===== src/design/eqlf_pkg.sv =====
// shared types, constants and the fit step table of the even quadratic fit core
`default_nettype none

package eqlf_pkg;

  localparam int unsigned POINTS_MAX = 8;
  localparam int unsigned CNT_W      = 5;

  localparam int unsigned X_W    = 12;
  localparam int unsigned F_W    = 16;
  localparam int unsigned COEF_W = 32;

  localparam int unsigned XX_W   = 23;
  localparam int unsigned SF_W   = 21;
  localparam int unsigned SXX_W  = 27;
  localparam int unsigned SX4_W  = 49;
  localparam int unsigned SFXX_W = 42;

  localparam int unsigned OPA_W  = 28;
  localparam int unsigned OPB_W  = 24;
  localparam int unsigned PROD_W = 53;
  localparam int unsigned ACC_W  = 80;
  localparam int unsigned SH_W   = 5;

  localparam int unsigned NUM_W     = 71;
  localparam int unsigned DET_W     = 53;
  localparam int unsigned DIV_W     = 78;
  localparam int unsigned DIV_CNT_W = 7;
  localparam int unsigned Q_W       = 33;

  localparam int unsigned FIT_ST_W  = 4;
  localparam int unsigned FIT_DET   = 5;
  localparam int unsigned FIT_NUM0  = 9;
  localparam int unsigned FIT_END   = 12;

  localparam logic [SH_W-1:0] SH_NUM0 = SH_W'(8);
  localparam logic [SH_W-1:0] SH_NUM2 = SH_W'(24);

  typedef enum logic [3:0] {
    S_IDLE,
    S_SQ,
    S_X4,
    S_FXX,
    S_ACC,
    S_FIT,
    S_DIV0_GO,
    S_DIV0,
    S_DIV1_GO,
    S_DIV1,
    S_DONE
  } state_e;

  typedef enum logic [2:0] {
    A_ZERO,
    A_ABSX,
    A_PRODXX,
    A_XX,
    A_X4LO,
    A_X4HI,
    A_SXX,
    A_N
  } a_sel_e;

  typedef enum logic [3:0] {
    B_ZERO,
    B_ABSX,
    B_PRODXX,
    B_F,
    B_N,
    B_SF,
    B_SXXLO,
    B_SXXHI,
    B_FXXLO,
    B_FXXHI
  } b_sel_e;

  typedef struct packed {
    logic            en;
    logic            first;
    logic            sub;
    logic [SH_W-1:0] shift;
  } mac_ctrl_t;

  typedef struct packed {
    a_sel_e    a_sel;
    b_sel_e    b_sel;
    mac_ctrl_t ctrl;
  } fit_op_t;

  typedef struct packed {
    logic done;
    logic clip;
  } div_stat_t;

  // det, then the c0 numerator, then the c2 numerator, each a signed sum of limb products
  function automatic fit_op_t fit_op(input logic [FIT_ST_W-1:0] step);
    fit_op_t op;
    op = '{a_sel: A_ZERO, b_sel: B_ZERO, ctrl: '{en: 1'b0, first: 1'b0, sub: 1'b0, shift: '0}};
    case (step)
      4'd0:  op = '{A_X4LO, B_N,     '{1'b1, 1'b1, 1'b0, SH_W'(0)}};
      4'd1:  op = '{A_X4HI, B_N,     '{1'b1, 1'b0, 1'b0, SH_W'(25)}};
      4'd2:  op = '{A_SXX,  B_SXXLO, '{1'b1, 1'b0, 1'b1, SH_W'(0)}};
      4'd3:  op = '{A_SXX,  B_SXXHI, '{1'b1, 1'b0, 1'b1, SH_W'(14)}};
      4'd4:  op = '{A_X4LO, B_SF,    '{1'b1, 1'b1, 1'b0, SH_W'(0)}};
      4'd5:  op = '{A_X4HI, B_SF,    '{1'b1, 1'b0, 1'b0, SH_W'(25)}};
      4'd6:  op = '{A_SXX,  B_FXXLO, '{1'b1, 1'b0, 1'b1, SH_W'(0)}};
      4'd7:  op = '{A_SXX,  B_FXXHI, '{1'b1, 1'b0, 1'b1, SH_W'(21)}};
      4'd8:  op = '{A_N,    B_FXXLO, '{1'b1, 1'b1, 1'b0, SH_W'(0)}};
      4'd9:  op = '{A_N,    B_FXXHI, '{1'b1, 1'b0, 1'b0, SH_W'(21)}};
      4'd10: op = '{A_SXX,  B_SF,    '{1'b1, 1'b0, 1'b1, SH_W'(0)}};
      default: op = '{a_sel: A_ZERO, b_sel: B_ZERO,
                      ctrl: '{en: 1'b0, first: 1'b0, sub: 1'b0, shift: '0}};
    endcase
    return op;
  endfunction

endpackage

`default_nettype wire


===== src/design/eqlf_div.sv =====
// restoring divider, one quotient bit a cycle, with signed saturation to 32 bits
`default_nettype none

module eqlf_div (
  input  wire                                  clk_i,
  input  wire                                  rst_ni,
  input  wire                                  start_i,
  input  wire  signed [eqlf_pkg::NUM_W-1:0]    num_i,
  input  wire  [eqlf_pkg::SH_W-1:0]            sh_i,
  input  wire  [eqlf_pkg::DET_W-1:0]           det_i,
  output eqlf_pkg::div_stat_t                  stat_o,
  output logic [eqlf_pkg::COEF_W-1:0]          quot_o
);
  import eqlf_pkg::*;

  logic                 busy_q, done_q;
  logic [DIV_CNT_W-1:0] cnt_q;
  logic [DIV_W-1:0]     dvd_q;
  logic [DET_W-1:0]     rem_q, rem_d;
  logic [Q_W-1:0]       q_q;
  logic                 sticky_q, neg_q;
  logic [NUM_W-1:0]     mag;
  logic [DIV_W-1:0]     dvd_load;
  logic [DET_W:0]       trial;
  logic                 ge;
  logic [Q_W-1:0]       limit;
  logic                 over;
  logic [COEF_W-1:0]    mag32;

  always_comb begin
    mag      = num_i[NUM_W-1] ? NUM_W'(-num_i) : NUM_W'(num_i);
    dvd_load = DIV_W'(mag) << sh_i;
    trial    = {rem_q, dvd_q[DIV_W-1]};
    ge       = trial >= {1'b0, det_i};
    rem_d    = ge ? DET_W'(trial - {1'b0, det_i}) : trial[DET_W-1:0];
  end

  always_ff @(posedge clk_i or negedge rst_ni) begin
    if (!rst_ni) begin
      busy_q <= 1'b0;
      done_q <= 1'b0;
      cnt_q  <= '0;
    end else begin
      done_q <= 1'b0;
      if (start_i) begin
        busy_q <= 1'b1;
        cnt_q  <= '0;
      end else if (busy_q) begin
        cnt_q <= cnt_q + DIV_CNT_W'(1);
        if (cnt_q == DIV_CNT_W'(DIV_W - 1)) begin
          busy_q <= 1'b0;
          done_q <= 1'b1;
        end
      end
    end
  end

  always_ff @(posedge clk_i) begin
    if (start_i) begin
      dvd_q    <= dvd_load;
      rem_q    <= '0;
      q_q      <= '0;
      sticky_q <= 1'b0;
      neg_q    <= num_i[NUM_W-1];
    end else if (busy_q) begin
      dvd_q    <= {dvd_q[DIV_W-2:0], 1'b0};
      rem_q    <= rem_d;
      q_q      <= {q_q[Q_W-2:0], ge};
      sticky_q <= sticky_q | q_q[Q_W-1];
    end
  end

  // negative side may reach 2^31, positive side stops at 2^31 - 1
  always_comb begin
    limit  = neg_q ? Q_W'(33'h080000000) : Q_W'(33'h07fffffff);
    over   = sticky_q | (q_q > limit);
    mag32  = over ? limit[COEF_W-1:0] : q_q[COEF_W-1:0];
    quot_o = neg_q ? COEF_W'(-mag32) : mag32;
  end

  assign stat_o = '{done: done_q, clip: over};

endmodule

`default_nettype wire


===== config.mk =====
export PLATFORM = sky130hd
export DESIGN_NAME = eqlf_div
export DESIGN_NICKNAME = d
export VERILOG_FILES = /design/src/design/eqlf_pkg.sv /design/src/design/eqlf_div.sv
export SDC_FILE = /design/constraint.sdc
export NUM_CORES = 1
export LEC_CHECK = 0
export ABC_AREA = 1
export BUFFER_PORTS_ARGS = -buffer_cell sky130_fd_sc_hd__buf_2
export CORE_MARGIN = 8
export CORE_UTILIZATION = 50
export CTS_CLUSTER_DIAMETER = 50
export DETAILED_ROUTE_END_ITERATION = 16
export PLACE_DENSITY = 0.69
export SLEW_MARGIN = 10
export SYNTH_ARGS = -nofsm -noshare
export SYNTH_HDL_FRONTEND = slang
export SYNTH_SLANG_ARGS = --single-unit
export TNS_END_PERCENT = 20

===== constraint.sdc =====
create_clock -name clk_i -period 5.78 [get_ports clk_i]
set_input_delay 0.867 -clock clk_i [delete_from_list [all_inputs] [get_ports clk_i]]
set_output_delay 0.867 -clock clk_i [all_outputs]
set_load 0.01 [all_outputs]

==> impl_metrics.json <==
{
  "synth-main-ff-cell": "dfxtp_1",
  "reg2reg_slack_ns": 2.23,
  "fin_crit_ns": 5.331,
  "core_mm2": 0.03749,
  "grt_overflow": 0,
  "slew_headroom_pct": 20.16,
  "clock_latency_ns": 0.46,
  "synth_nets": 3352,
  "drc": 0,
  "port_buffers": 165,
  "endpoint_kind": "primary output",
  "fin_area_mm2": 0.02055,
  "fillCellCount": 3905,
  "boundaryPins": 166,
  "cp.arrival_ns": 4.46,
  "synth_cell_types": 61,
  "rsz0062_at_grt": "false",
  "post_drt_wl_per_cell_um": 18.28,
  "drtPass1Iterations": 6,
  "critical_path_class": "flip-flop to primary output",
  "status": "completed",
  "drt.antenna.violating_nets": 0,
  "start_util_pct": 50.51,
  "ys_top_cells_by_area": "nand2_1 18%, nand3_1 15%, edfxtp_1 13%",
  "cts.sinks": 175,
  "p_leak_nw": 10.18,
  "worst_r2r_endpoint": "rem_q[21]",
  "required_ns": 4.91,
  "die_y_um": 210.6,
  "antenna_found_initial": 1,
  "place_area_mm2": 0.01994,
  "seq_area_mm2": 0.004339,
  "holdCritPathClass": "input pin to asynchronous set/reset pin",
  "synth.most_common_cell": "nand2_1",
  "vias_per_cell": 5.776,
  "vias": 21510,
  "report.final.slew_viol_count": 0,
  "r2r_start": "dvd_q[77]",
  "area_delta_synth_final_pct": 8.525,
  "rr_worst_depth": 17,
  "fp.dieArea_mm2": 0.04435,
  "p_per_area_mw_per_mm2": 252.6,
  "cp-start-kind": "flip-flop",
  "setup_violations": 0,
  "place_congestion": 0.9741,
  "drive_above_1_share_pct": 9.586,
  "track_usage_pct": 30.05,
  "diodes": 0,
  "nets": 3422,
  "wl_um": 68070,
  "finalHoldViolCount": 0,
  "ys_seq_elements": 175,
  "yosys_warnings": 0,
  "cts_tree": "built",
  "async_reset_ff_share_pct": 5.143,
  "root_buffer": "clkbuf_16",
  "maxCapViolCount": 0,
  "skew_ns": 0.02043,
  "clk_pin_slew_ns": 0.08,
  "netlist_instances": 3130,
  "cts-buffers-inserted": 17,
  "dpl.hpwl_um": 53950,
  "cp_max_fo": 65,
  "clock.fmax_ghz": 0.1876,
  "synth_edf_count": 79,
  "min_period_over_period_pct": 92.24,
  "setup-tns-final_ns": 0,
  "drt_iter0_markers": 1985,
  "yosysSeqAreaShare_pct": 22.92,
  "multiInputGateArea_mm2": 0.01277,
  "die_w_um": 210.6,
  "grt_max_degree": 96,
  "synth_top_area_share_pct": 18.50,
  "synthTopCellsByCount": "933 x nand2_1, 577 x nand3_1, 326 x inv_1",
  "ir_drop_v": 0.0002184,
  "avgSynthCellArea_um2": 6.049,
  "cts_setup_buffers": 0,
  "worst_pin_slew_ns": 1.198,
  "synth_top_area_cell": "nand2_1",
  "grt_pass1_wl_um": 107500,
  "fp-row-count": 71,
  "cts_buffer_depth": 2,
  "htreeDepth": 4,
  "synthesis.area_mm2": 0.01893,
  "whs_ns": 0.2780,
  "grt_pass1_vias": 20930
}
repair_timing:
action	CTS	global route
endpoints found under the setup margin	0	5
gates resized for setup	0	1
hold buffers	0	0
critical path: stages (launching register included):
cell and delay, ns:
edfxtp_1 0.37, buf_6 0.42, ha_1 0.35, nand2_1 0.13, inv_1 0.06, nand2_1 0.06
nand2_1 0.05, nand2_1 0.05, nand2_1 0.05, nand2_1 0.05, nand2_1 0.06, nand2_1 0.07
nand2_2 0.08, nand2_4 0.23, nand2_4 0.13, nand2_8 0.32, nand2_1 0.14, inv_1 0.10
ha_1 0.18, nand2_1 0.09, nor2_4 0.17, nand2_1 0.14, nor2_1 0.22, nand3_1 0.14
nand2_1 0.08, nand2_1 0.05, nand2_1 0.05, buf_2 0.13
logic make-up (layout without fill, tap and decap cells):
group / count (synthesis) / count (layout) / synth area share [%]
buf+inv: 464 / 547 / 9.760
xor+xnor: 83 / 83 / 3.839
fa+ha+maj: 90 / 90 / 5.987
flops: 175 / 175 / 22.92
compound gates: 408 / 408 / 13.58
mux: 6 / 6 / 0.3238
simple gates: 1904 / 1904 / 43.59
sequential cells by signal, summed over array words and instances, names as in the netlist:
name and flops:
cnt_q 7, done_q 1, rem_q 53, neg_q 1, sticky_q 1, busy_q 1
dvd_q 78, q_q 33
cell usage in the layout (no fill, tap or decap), types with 14 or more instances in the layout:
cell / n
a21oi_1: 80
a31oi_1: 31
buf_2: 165
buf_4: 14
clkbuf_16: 17
dfxtp_1: 87
edfxtp_1: 79
ha_1: 89
inv_1: 324
nand2_1: 933
nand3_1: 577
nand4_1: 38
nor2_1: 270
o211ai_1: 31
o211ai_2: 26
o21ai_0: 136
o21ai_1: 17
o22ai_1: 34
xnor2_1: 30
xor2_1: 53
where the power goes:
group	total (mW)	leakage (nW)	internal, mW	switching [mW]
logic	2.42	8.17	0.828	1.59
registers	1.61	1.72	1.50	0.110
clock network	1.17	0.291	0.586	0.581
total	5.19	10.2	2.91	2.28
layer usage:
layer | vias to the layer above | global-route usage [%] | share of wire [%]
li1 | 10630 | - | -
met1 | 9944 | 33.60 | 40
met2 | 736 | 54.47 | 50
met3 | 199 | 3.668 | 4.8
met4 | 2 | 17.33 | 5.9
met5 | - | 0 | 0.018
worst max-delay path by stage:
stage | startpoint | endpoint | slack (ns) | depth (start not counted)
6_report | neg_q | quot_o[22] | 0.45 | 27
5_1_grt | neg_q | quot_o[30] | 0.04 | 28
3_5_place_dp | neg_q | quot_o[22] | 0.82 | 24
3_3_place_gp | neg_q | quot_o[30] | 0.96 | 25
4_1_cts | neg_q | quot_o[22] | 0.31 | 24
2_1_floorplan | neg_q | quot_o[26] | 0.96 | 24
area by class of cell:
| cell class | instances | area share (%) |
|---|---|---|
| Multi-Input combinational cell | 2491 | 62.13 |
| Sequential cell | 175 | 21.12 |
| Inverter | 335 | 6.132 |
| Timing Repair Buffer | 180 | 4.585 |
| Tap cell | 511 | 3.111 |
| Clock buffer | 17 | 2.070 |
| Clock inverter | 15 | 0.8525 |
per-stage QoR:
stage,power [mW],cells,util [%],setup slack [ns]
after floorplan,3.357,3130,-,0.9587
after global placement,3.976,3692,53.20,0.9617
after detailed placement,4.016,3692,53.20,0.8180
after CTS,5.185,3724,54.80,0.3090
after global routing,5.548,3724,54.81,0.04492
final,5.190,3724,54.81,0.4487
Note: power is estimated with default switching activity, not from simulation.
