--- config.mk ---
export PLATFORM = sky130hd
export DESIGN_NAME = eqlf_mac
export DESIGN_NICKNAME = d
export VERILOG_FILES = /design/src/design/eqlf_pkg.sv /design/src/design/eqlf_mac.sv
export SDC_FILE = /design/constraint.sdc
export NUM_CORES = 2
export LEC_CHECK = 0
export ABC_AREA = 1
export BUFFER_PORTS_ARGS = -buffer_cell sky130_fd_sc_hd__buf_2
export CORE_UTILIZATION = 55
export CTS_CLUSTER_DIAMETER = 40
export CTS_CLUSTER_SIZE = 24
export DETAILED_ROUTE_END_ITERATION = 8
export PLACE_DENSITY = 0.86
export SYNTH_ARGS = -nofsm -noshare
export SYNTH_HDL_FRONTEND = slang
export SYNTH_SLANG_ARGS = --single-unit
--- constraint.sdc ---
create_clock -name clk_i -period 4.1 [get_ports clk_i]
set_input_delay 0.205 -clock clk_i [delete_from_list [all_inputs] [get_ports clk_i]]
set_output_delay 0.205 -clock clk_i [all_outputs]
set_load 0.03 [all_outputs]
--- src/design/eqlf_pkg.sv ---
// shared types, constants and the fit step table of the even quadratic fit core
`default_nettype none

package eqlf_pkg;

  localparam int unsigned POINTS_MAX = 8;
  localparam int unsigned CNT_W      = 5;

  localparam int unsigned X_W    = 12;
  localparam int unsigned F_W    = 16;
  localparam int unsigned COEF_W = 32;

  localparam int unsigned XX_W   = 23;
  localparam int unsigned SF_W   = 21;
  localparam int unsigned SXX_W  = 27;
  localparam int unsigned SX4_W  = 49;
  localparam int unsigned SFXX_W = 42;

  localparam int unsigned OPA_W  = 28;
  localparam int unsigned OPB_W  = 24;
  localparam int unsigned PROD_W = 53;
  localparam int unsigned ACC_W  = 80;
  localparam int unsigned SH_W   = 5;

  localparam int unsigned NUM_W     = 71;
  localparam int unsigned DET_W     = 53;
  localparam int unsigned DIV_W     = 78;
  localparam int unsigned DIV_CNT_W = 7;
  localparam int unsigned Q_W       = 33;

  localparam int unsigned FIT_ST_W  = 4;
  localparam int unsigned FIT_DET   = 5;
  localparam int unsigned FIT_NUM0  = 9;
  localparam int unsigned FIT_END   = 12;

  localparam logic [SH_W-1:0] SH_NUM0 = SH_W'(8);
  localparam logic [SH_W-1:0] SH_NUM2 = SH_W'(24);

  typedef enum logic [3:0] {
    S_IDLE,
    S_SQ,
    S_X4,
    S_FXX,
    S_ACC,
    S_FIT,
    S_DIV0_GO,
    S_DIV0,
    S_DIV1_GO,
    S_DIV1,
    S_DONE
  } state_e;

  typedef enum logic [2:0] {
    A_ZERO,
    A_ABSX,
    A_PRODXX,
    A_XX,
    A_X4LO,
    A_X4HI,
    A_SXX,
    A_N
  } a_sel_e;

  typedef enum logic [3:0] {
    B_ZERO,
    B_ABSX,
    B_PRODXX,
    B_F,
    B_N,
    B_SF,
    B_SXXLO,
    B_SXXHI,
    B_FXXLO,
    B_FXXHI
  } b_sel_e;

  typedef struct packed {
    logic            en;
    logic            first;
    logic            sub;
    logic [SH_W-1:0] shift;
  } mac_ctrl_t;

  typedef struct packed {
    a_sel_e    a_sel;
    b_sel_e    b_sel;
    mac_ctrl_t ctrl;
  } fit_op_t;

  typedef struct packed {
    logic done;
    logic clip;
  } div_stat_t;

  // det, then the c0 numerator, then the c2 numerator, each a signed sum of limb products
  function automatic fit_op_t fit_op(input logic [FIT_ST_W-1:0] step);
    fit_op_t op;
    op = '{a_sel: A_ZERO, b_sel: B_ZERO, ctrl: '{en: 1'b0, first: 1'b0, sub: 1'b0, shift: '0}};
    case (step)
      4'd0:  op = '{A_X4LO, B_N,     '{1'b1, 1'b1, 1'b0, SH_W'(0)}};
      4'd1:  op = '{A_X4HI, B_N,     '{1'b1, 1'b0, 1'b0, SH_W'(25)}};
      4'd2:  op = '{A_SXX,  B_SXXLO, '{1'b1, 1'b0, 1'b1, SH_W'(0)}};
      4'd3:  op = '{A_SXX,  B_SXXHI, '{1'b1, 1'b0, 1'b1, SH_W'(14)}};
      4'd4:  op = '{A_X4LO, B_SF,    '{1'b1, 1'b1, 1'b0, SH_W'(0)}};
      4'd5:  op = '{A_X4HI, B_SF,    '{1'b1, 1'b0, 1'b0, SH_W'(25)}};
      4'd6:  op = '{A_SXX,  B_FXXLO, '{1'b1, 1'b0, 1'b1, SH_W'(0)}};
      4'd7:  op = '{A_SXX,  B_FXXHI, '{1'b1, 1'b0, 1'b1, SH_W'(21)}};
      4'd8:  op = '{A_N,    B_FXXLO, '{1'b1, 1'b1, 1'b0, SH_W'(0)}};
      4'd9:  op = '{A_N,    B_FXXHI, '{1'b1, 1'b0, 1'b0, SH_W'(21)}};
      4'd10: op = '{A_SXX,  B_SF,    '{1'b1, 1'b0, 1'b1, SH_W'(0)}};
      default: op = '{a_sel: A_ZERO, b_sel: B_ZERO,
                      ctrl: '{en: 1'b0, first: 1'b0, sub: 1'b0, shift: '0}};
    endcase
    return op;
  endfunction

endpackage

`default_nettype wire

--- src/design/eqlf_mac.sv ---
// shared multiplier with a shifting wide accumulator
`default_nettype none

module eqlf_mac (
  input  wire                                   clk_i,
  input  wire                                   rst_ni,
  input  wire  [eqlf_pkg::OPA_W-1:0]            a_i,
  input  wire  signed [eqlf_pkg::OPB_W-1:0]     b_i,
  input  eqlf_pkg::mac_ctrl_t                   ctrl_i,
  output logic signed [eqlf_pkg::PROD_W-1:0]    prod_o,
  output logic signed [eqlf_pkg::ACC_W-1:0]     acc_o
);
  import eqlf_pkg::*;

  logic signed [PROD_W-1:0] prod_d, prod_q;
  mac_ctrl_t                ctrl_q;
  logic signed [ACC_W-1:0]  acc_d, acc_q;
  logic signed [ACC_W-1:0]  term;
  logic signed [ACC_W-1:0]  base;

  assign prod_d = $signed(PROD_W'({1'b0, a_i})) * PROD_W'(b_i);

  // the accumulate control is registered alongside the product, so it acts in the cycle after its operands
  always_comb begin
    term  = $signed({{(ACC_W-PROD_W){prod_q[PROD_W-1]}}, prod_q}) <<< ctrl_q.shift;
    base  = ctrl_q.first ? '0 : acc_q;
    acc_d = ctrl_q.sub ? base - term : base + term;
  end

  always_ff @(posedge clk_i or negedge rst_ni) begin
    if (!rst_ni) begin
      ctrl_q <= '0;
    end else begin
      ctrl_q <= ctrl_i;
    end
  end

  always_ff @(posedge clk_i) begin
    prod_q <= prod_d;
    if (ctrl_q.en) begin
      acc_q <= acc_d;
    end
  end

  assign prod_o = prod_q;
  assign acc_o  = acc_q;

endmodule

`default_nettype wire

==> out/results.txt, run 1 <==
count of flip-flops with a built-in enable after synthesis = 80
final weighted congestion in routability-driven placement = 1.03
fraction of registers with async set or reset after synthesis = 5.67%
netlist area before placement = 39900 sq um
IO Pins = 195
top cells by area in the synthesized netlist = fa_1, nand2_1, inv_1, ha_1, edfxtp_1
x dimension of the die = 271 um
Global Route Usage Sum = 85.5%
setup slack at placement = -2.47 ns
detailed placer's ending HPWL = 129 mm
mux cell area share after synthesis = 0%
cts bufs inserted = 17
remaining global-route overflow = 1342
pin count of the biggest net entering global routing = 66
count of yosys warnings during synthesis = 0
root buffer cell = clkbuf_16
area share of the largest cell type after synthesis = 28.6%
Primary FF master, synth = edfxtp_1
worst setup endpoint after the global-route repair_timing = prod_o[48]$_DFF_P_/D
average size of a mapped cell = 6.81 sq um
port buffer count = 194
largest family of logic cells by synthesized area = adder cells
result of the run = stopped before the end
area fraction in and, or, nand and nor cells after synthesis = 27.1%
post-synthesis sequential area ratio = 9.17%
TritonCTS sink count = 141
category of the worst endpoint = register data pin
count leader, synth = nand2_1
Synth top cells by count = nand2_1, inv_1, fa_1, nor2_1, nand3_1
synthesized-area fraction occupied by adder cells = 37.7%
standard-cell rows = 98
maximum clock insertion buffer count = 2
tool error = [ERROR GRT-0232] Routing congestion too high. Check the congestion heatmap in the GUI.
Synth Instances = 5864
Max H-tree Level = 4
fraction of the mapped netlist area in compound gates = 6.59%
count of cell types in the netlist = 55
Initial Utilization = 55.7%
nets in the synthesized netlist = 6787
last stage reached = global routing
number of cells after detailed placement = 7905
number of storage elements in the synthesis netlist = 141
Placed Instance Area = 50500 sq um
post-synthesis xor/xnor area fraction = 4.03%
y dimension of the die = 271 um
library cell with the largest summed area after synthesis = fa_1
## timing repair
action	4_1_cts
setup buffers	114
gates cloned	10
hold buffers	9
gates resized for setup	1052
hold endpoints to repair	16
setup endpoints to repair	106
pin swaps	334
## per-layer routing
| metal | track usage, % | GRT overflow |
|---|---|---|
| met1 | 84.9 | 130 |
| met2 | 96.5 | 760 |
| met3 | 77.6 | 102 |
| met4 | 82.4 | 339 |
| met5 | 57.7 | 11 |
## through the flow
| step | setup TNS (ns) | hold WS (ns) |
|---|---|---|
| 4_1_cts | -69.85 | 0.0500 |
| 3_5_place_dp | -128.14 | 0.0536 |
| 3_3_place_gp | -119.41 | 0.0494 |
| 2_1_floorplan | -48.93 | -0.0906 |
## cells by family after synthesis
kind of cell | Yosys count
buffers and inverters | 1602
flip-flops | 141
adder cells (fa/ha/maj) | 861
AND/OR/NAND/NOR | 2602
AO/OA/AOI/OAI | 474
XOR/XNOR | 184
==> run 2, diff against run 1 <==
- CORE_UTILIZATION: 55 -> 40
- CTS_CLUSTER_DIAMETER: 40 -> default
- CTS_CLUSTER_SIZE: 24 -> default
- PLACE_DENSITY: 0.86 -> default
- PLACE_DENSITY_LB_ADDON: default -> 0.15
- clock period: 4.1 -> 5.33 ns (I/O delays scaled with it)
==> run 2 against run 1 <==
  * The flow now finishes, with violations (setup timing)
  * Synthesized cell count is the same
  * Synthesized area is the same
==> out/results.txt, run 2 <==
failing checks = setup timing
standard-cell rows = 115
Iteration-0 DRC Markers = 2624
RSZ-0062 raised after global routing = yes
tightest slew margin relative to the limit = 32.8%
Global Route Usage Sum = 29.5%
netlist area before placement = 39900 sq um
wire length of the first global-routing pass = 230 mm
TritonCTS clock tree = built
residual DRC count = 0
most common cell after layout, fill and taps aside = nand2_1
count of yosys warnings during synthesis = 0
CP Data Required Time = 5.77 ns
area share of the largest cell type after synthesis = 28.6%
Post-Route Skew = 0.0165 ns
setup slack at placement = -1.36 ns
fmax = 177 MHz
fill count = 9834
element type at the critical path end = flip-flop
largest family of logic cells by synthesized area = adder cells
clock slew at the register clock pins of the worst setup and hold paths = 0.07 ns
average size of a mapped cell = 6.81 sq um
count of flip-flops with a built-in enable after synthesis = 80
fraction of registers with async set or reset after synthesis = 5.67%
via count of the first global-routing pass = 41300
commonest cells after routing, fill and taps aside = nand2_1, inv_1, buf_4
port buffer count = 194
cts bufs inserted = 17
shortest clock period the worst path allows after layout = 5.64 ns
x dimension of the die = 318 um
critical path start-end classification = in -> reg
hold slack = 0.107 ns
Primary FF master, synth = edfxtp_1
transition time at the pin with the least slew margin = 1.01 ns
fraction of the mapped netlist area in compound gates = 6.59%
IO Pins = 195
flip-flop count of the largest register, all copies and words added = 80
remaining global-route overflow = 0
initial antenna violation count = 0
crit path max fanout = 5
final layout net count = 7712
number of pins exceeding their max-slew limit in the final report = 0
nets in the synthesized netlist = 6787
post-synthesis xor/xnor area fraction = 4.03%
maximum capacitance violations = 0
Max H-tree Level = 4
maximum clock insertion buffer count = 2
Initial Utilization = 40.5%
ratio of routed vias to standard cells = 5.00
detailed-route wire length per cell = 18.8 um
post-synthesis sequential area ratio = 9.17%
setup_tns = -4.21 ns
Routed WL = 152 mm
Post-DRT Antenna Nets = 0
layout cell share with drive strength beyond 1 = 26.9%
mux cell area share after synthesis = 0%
detailed placer's ending HPWL = 129 mm
pin count of the biggest net entering global routing = 78
count leader, synth = nand2_1
router iterations before antenna repair = 6
TritonCTS sink count = 141
Placed Instance Area = 48700 sq um
Setup-failing EPs final = 22
synthesized-area fraction occupied by adder cells = 37.7%
number of storage elements in the synthesis netlist = 141
Die Outline Area = 101000 sq um
Synth Instances = 5864
Clk Latency, worst-skew pair = 0.52 ns
core region area = 98700 sq um
root buffer cell = clkbuf_16
y dimension of the die = 318 um
Tcrit/Tclk final = 106%
Synth top cells by count = nand2_1, inv_1, fa_1, nor2_1, nand3_1
detailed-route via count = 40500
top cells by area in the synthesized netlist = fa_1, nand2_1, inv_1, ha_1, edfxtp_1
ANT cells = 0
CP arrival = 6.08 ns
final weighted congestion in routability-driven placement = 0.975
Min-Delay Path Class = in -> async
library cell with the largest summed area after synthesis = fa_1
area growth from synthesis to layout = 33.4%
count of cell types in the netlist = 55
result of the run = finished, violations left
Critical Path Start Type = input port
area fraction in and, or, nand and nor cells after synthesis = 27.1%
worst-case setup margin in the final layout = -0.308 ns
count of final hold-check violations = 0
summed area of non-filler cells in the final layout = 53300 sq um
-- run 2: worst paths after layout --
path,startpoint,endpoint,slack [ns],cells after the start
hold reg to reg,ctrl_q[7]$_DFF_PN0_,acc_o[8]$_DFFE_PP_,0.75,0
setup / recovery,b_i[2],prod_o[44]$_DFF_P_,-0.31,27
hold / removal,rst_ni,ctrl_q[6]$_DFF_PN0_,0.11,2
max in group asynchronous,rst_ni,ctrl_q[7]$_DFF_PN0_,5.04,2
min in group clk_i,b_i[0],prod_o[0]$_DFF_P_,0.25,4
setup reg to reg,ctrl_q[0]$_DFF_PN0_,acc_o[75]$_DFFE_PP_,0.12,33
-- run 2: through the flow --
step	std cells	util [%]
final	8089	54.0
after global routing	8089	54.0
after CTS	8016	51.1
after detailed placement	7944	49.3
after floorplan	5864	-
after global placement	7944	49.3
-- run 2: worst max-delay path, stage by stage --
cell and delay (ns):
buf_16 0.12, buf_6 0.12, nand2_2 0.06, inv_2 0.03, fa_1 0.52, inv_2 0.05
fa_1 0.57, fa_1 0.45, fa_1 0.54, inv_2 0.04, fa_1 0.50, fa_1 0.51
inv_2 0.04, fa_1 0.55, inv_2 0.06, ha_4 0.24, a21oi_4 0.14, o21a_1 0.17
inv_1 0.05, a21oi_2 0.12, nand3_2 0.14, a21oi_4 0.19, o21ai_4 0.10, buf_6 0.14
buf_6 0.11, a21oi_4 0.12, xnor2_2 0.12
-- run 2: area by class of cell --
cell class	instances	area (sq um)	share of cell area, %
Clock buffer	17	425	0.798
Multi-Input combinational cell	4121	32900	61.6
Sequential cell	141	3680	6.90
Timing Repair inverter	1	8.76	0.0164
Tap cell	1287	1610	3.02
Timing Repair Buffer	1119	9350	17.5
Clock inverter	15	143	0.268
Inverter	1388	5230	9.81
-- run 2: cell families (layout without fill, tap and decap cells) --
| logic type | after synthesis | after routing |
|---|---|---|
| and+or+nand+nor | 2602 | 2602 |
| buffers and inverters | 1602 | 2540 |
| adders and majority gates | 861 | 861 |
| AOI/OAI and AO/OA | 474 | 474 |
| xor gates and xnor gates | 184 | 184 |
| DFF | 141 | 141 |
-- run 2: timing repair --
item / 4_1_cts / 5_1_grt
setup endpoints to repair: 38 / 69
gates cloned: 2 / 10
hold buffers: 9 / 0
resized for setup: 198 / 574
endpoints found under the hold margin: 16 / 0
pin swaps: 81 / 185
setup buffers: 32 / 66
-- run 2: per-layer routing --
layer / GRT usage [%] / routed length [um] / vias to the layer above
met5: 0 / 0 / -
li1: - / - / 19500
met1: 36.5 / 63000 / 19600
met4: 11.1 / 5890 / 0
met3: 3.71 / 8050 / 242
met2: 52.3 / 74700 / 1112
Power of run 2 is left out: the tool's default activity adds up to more than one toggle a clock period on the data nets, which glitch-free logic cannot reach.
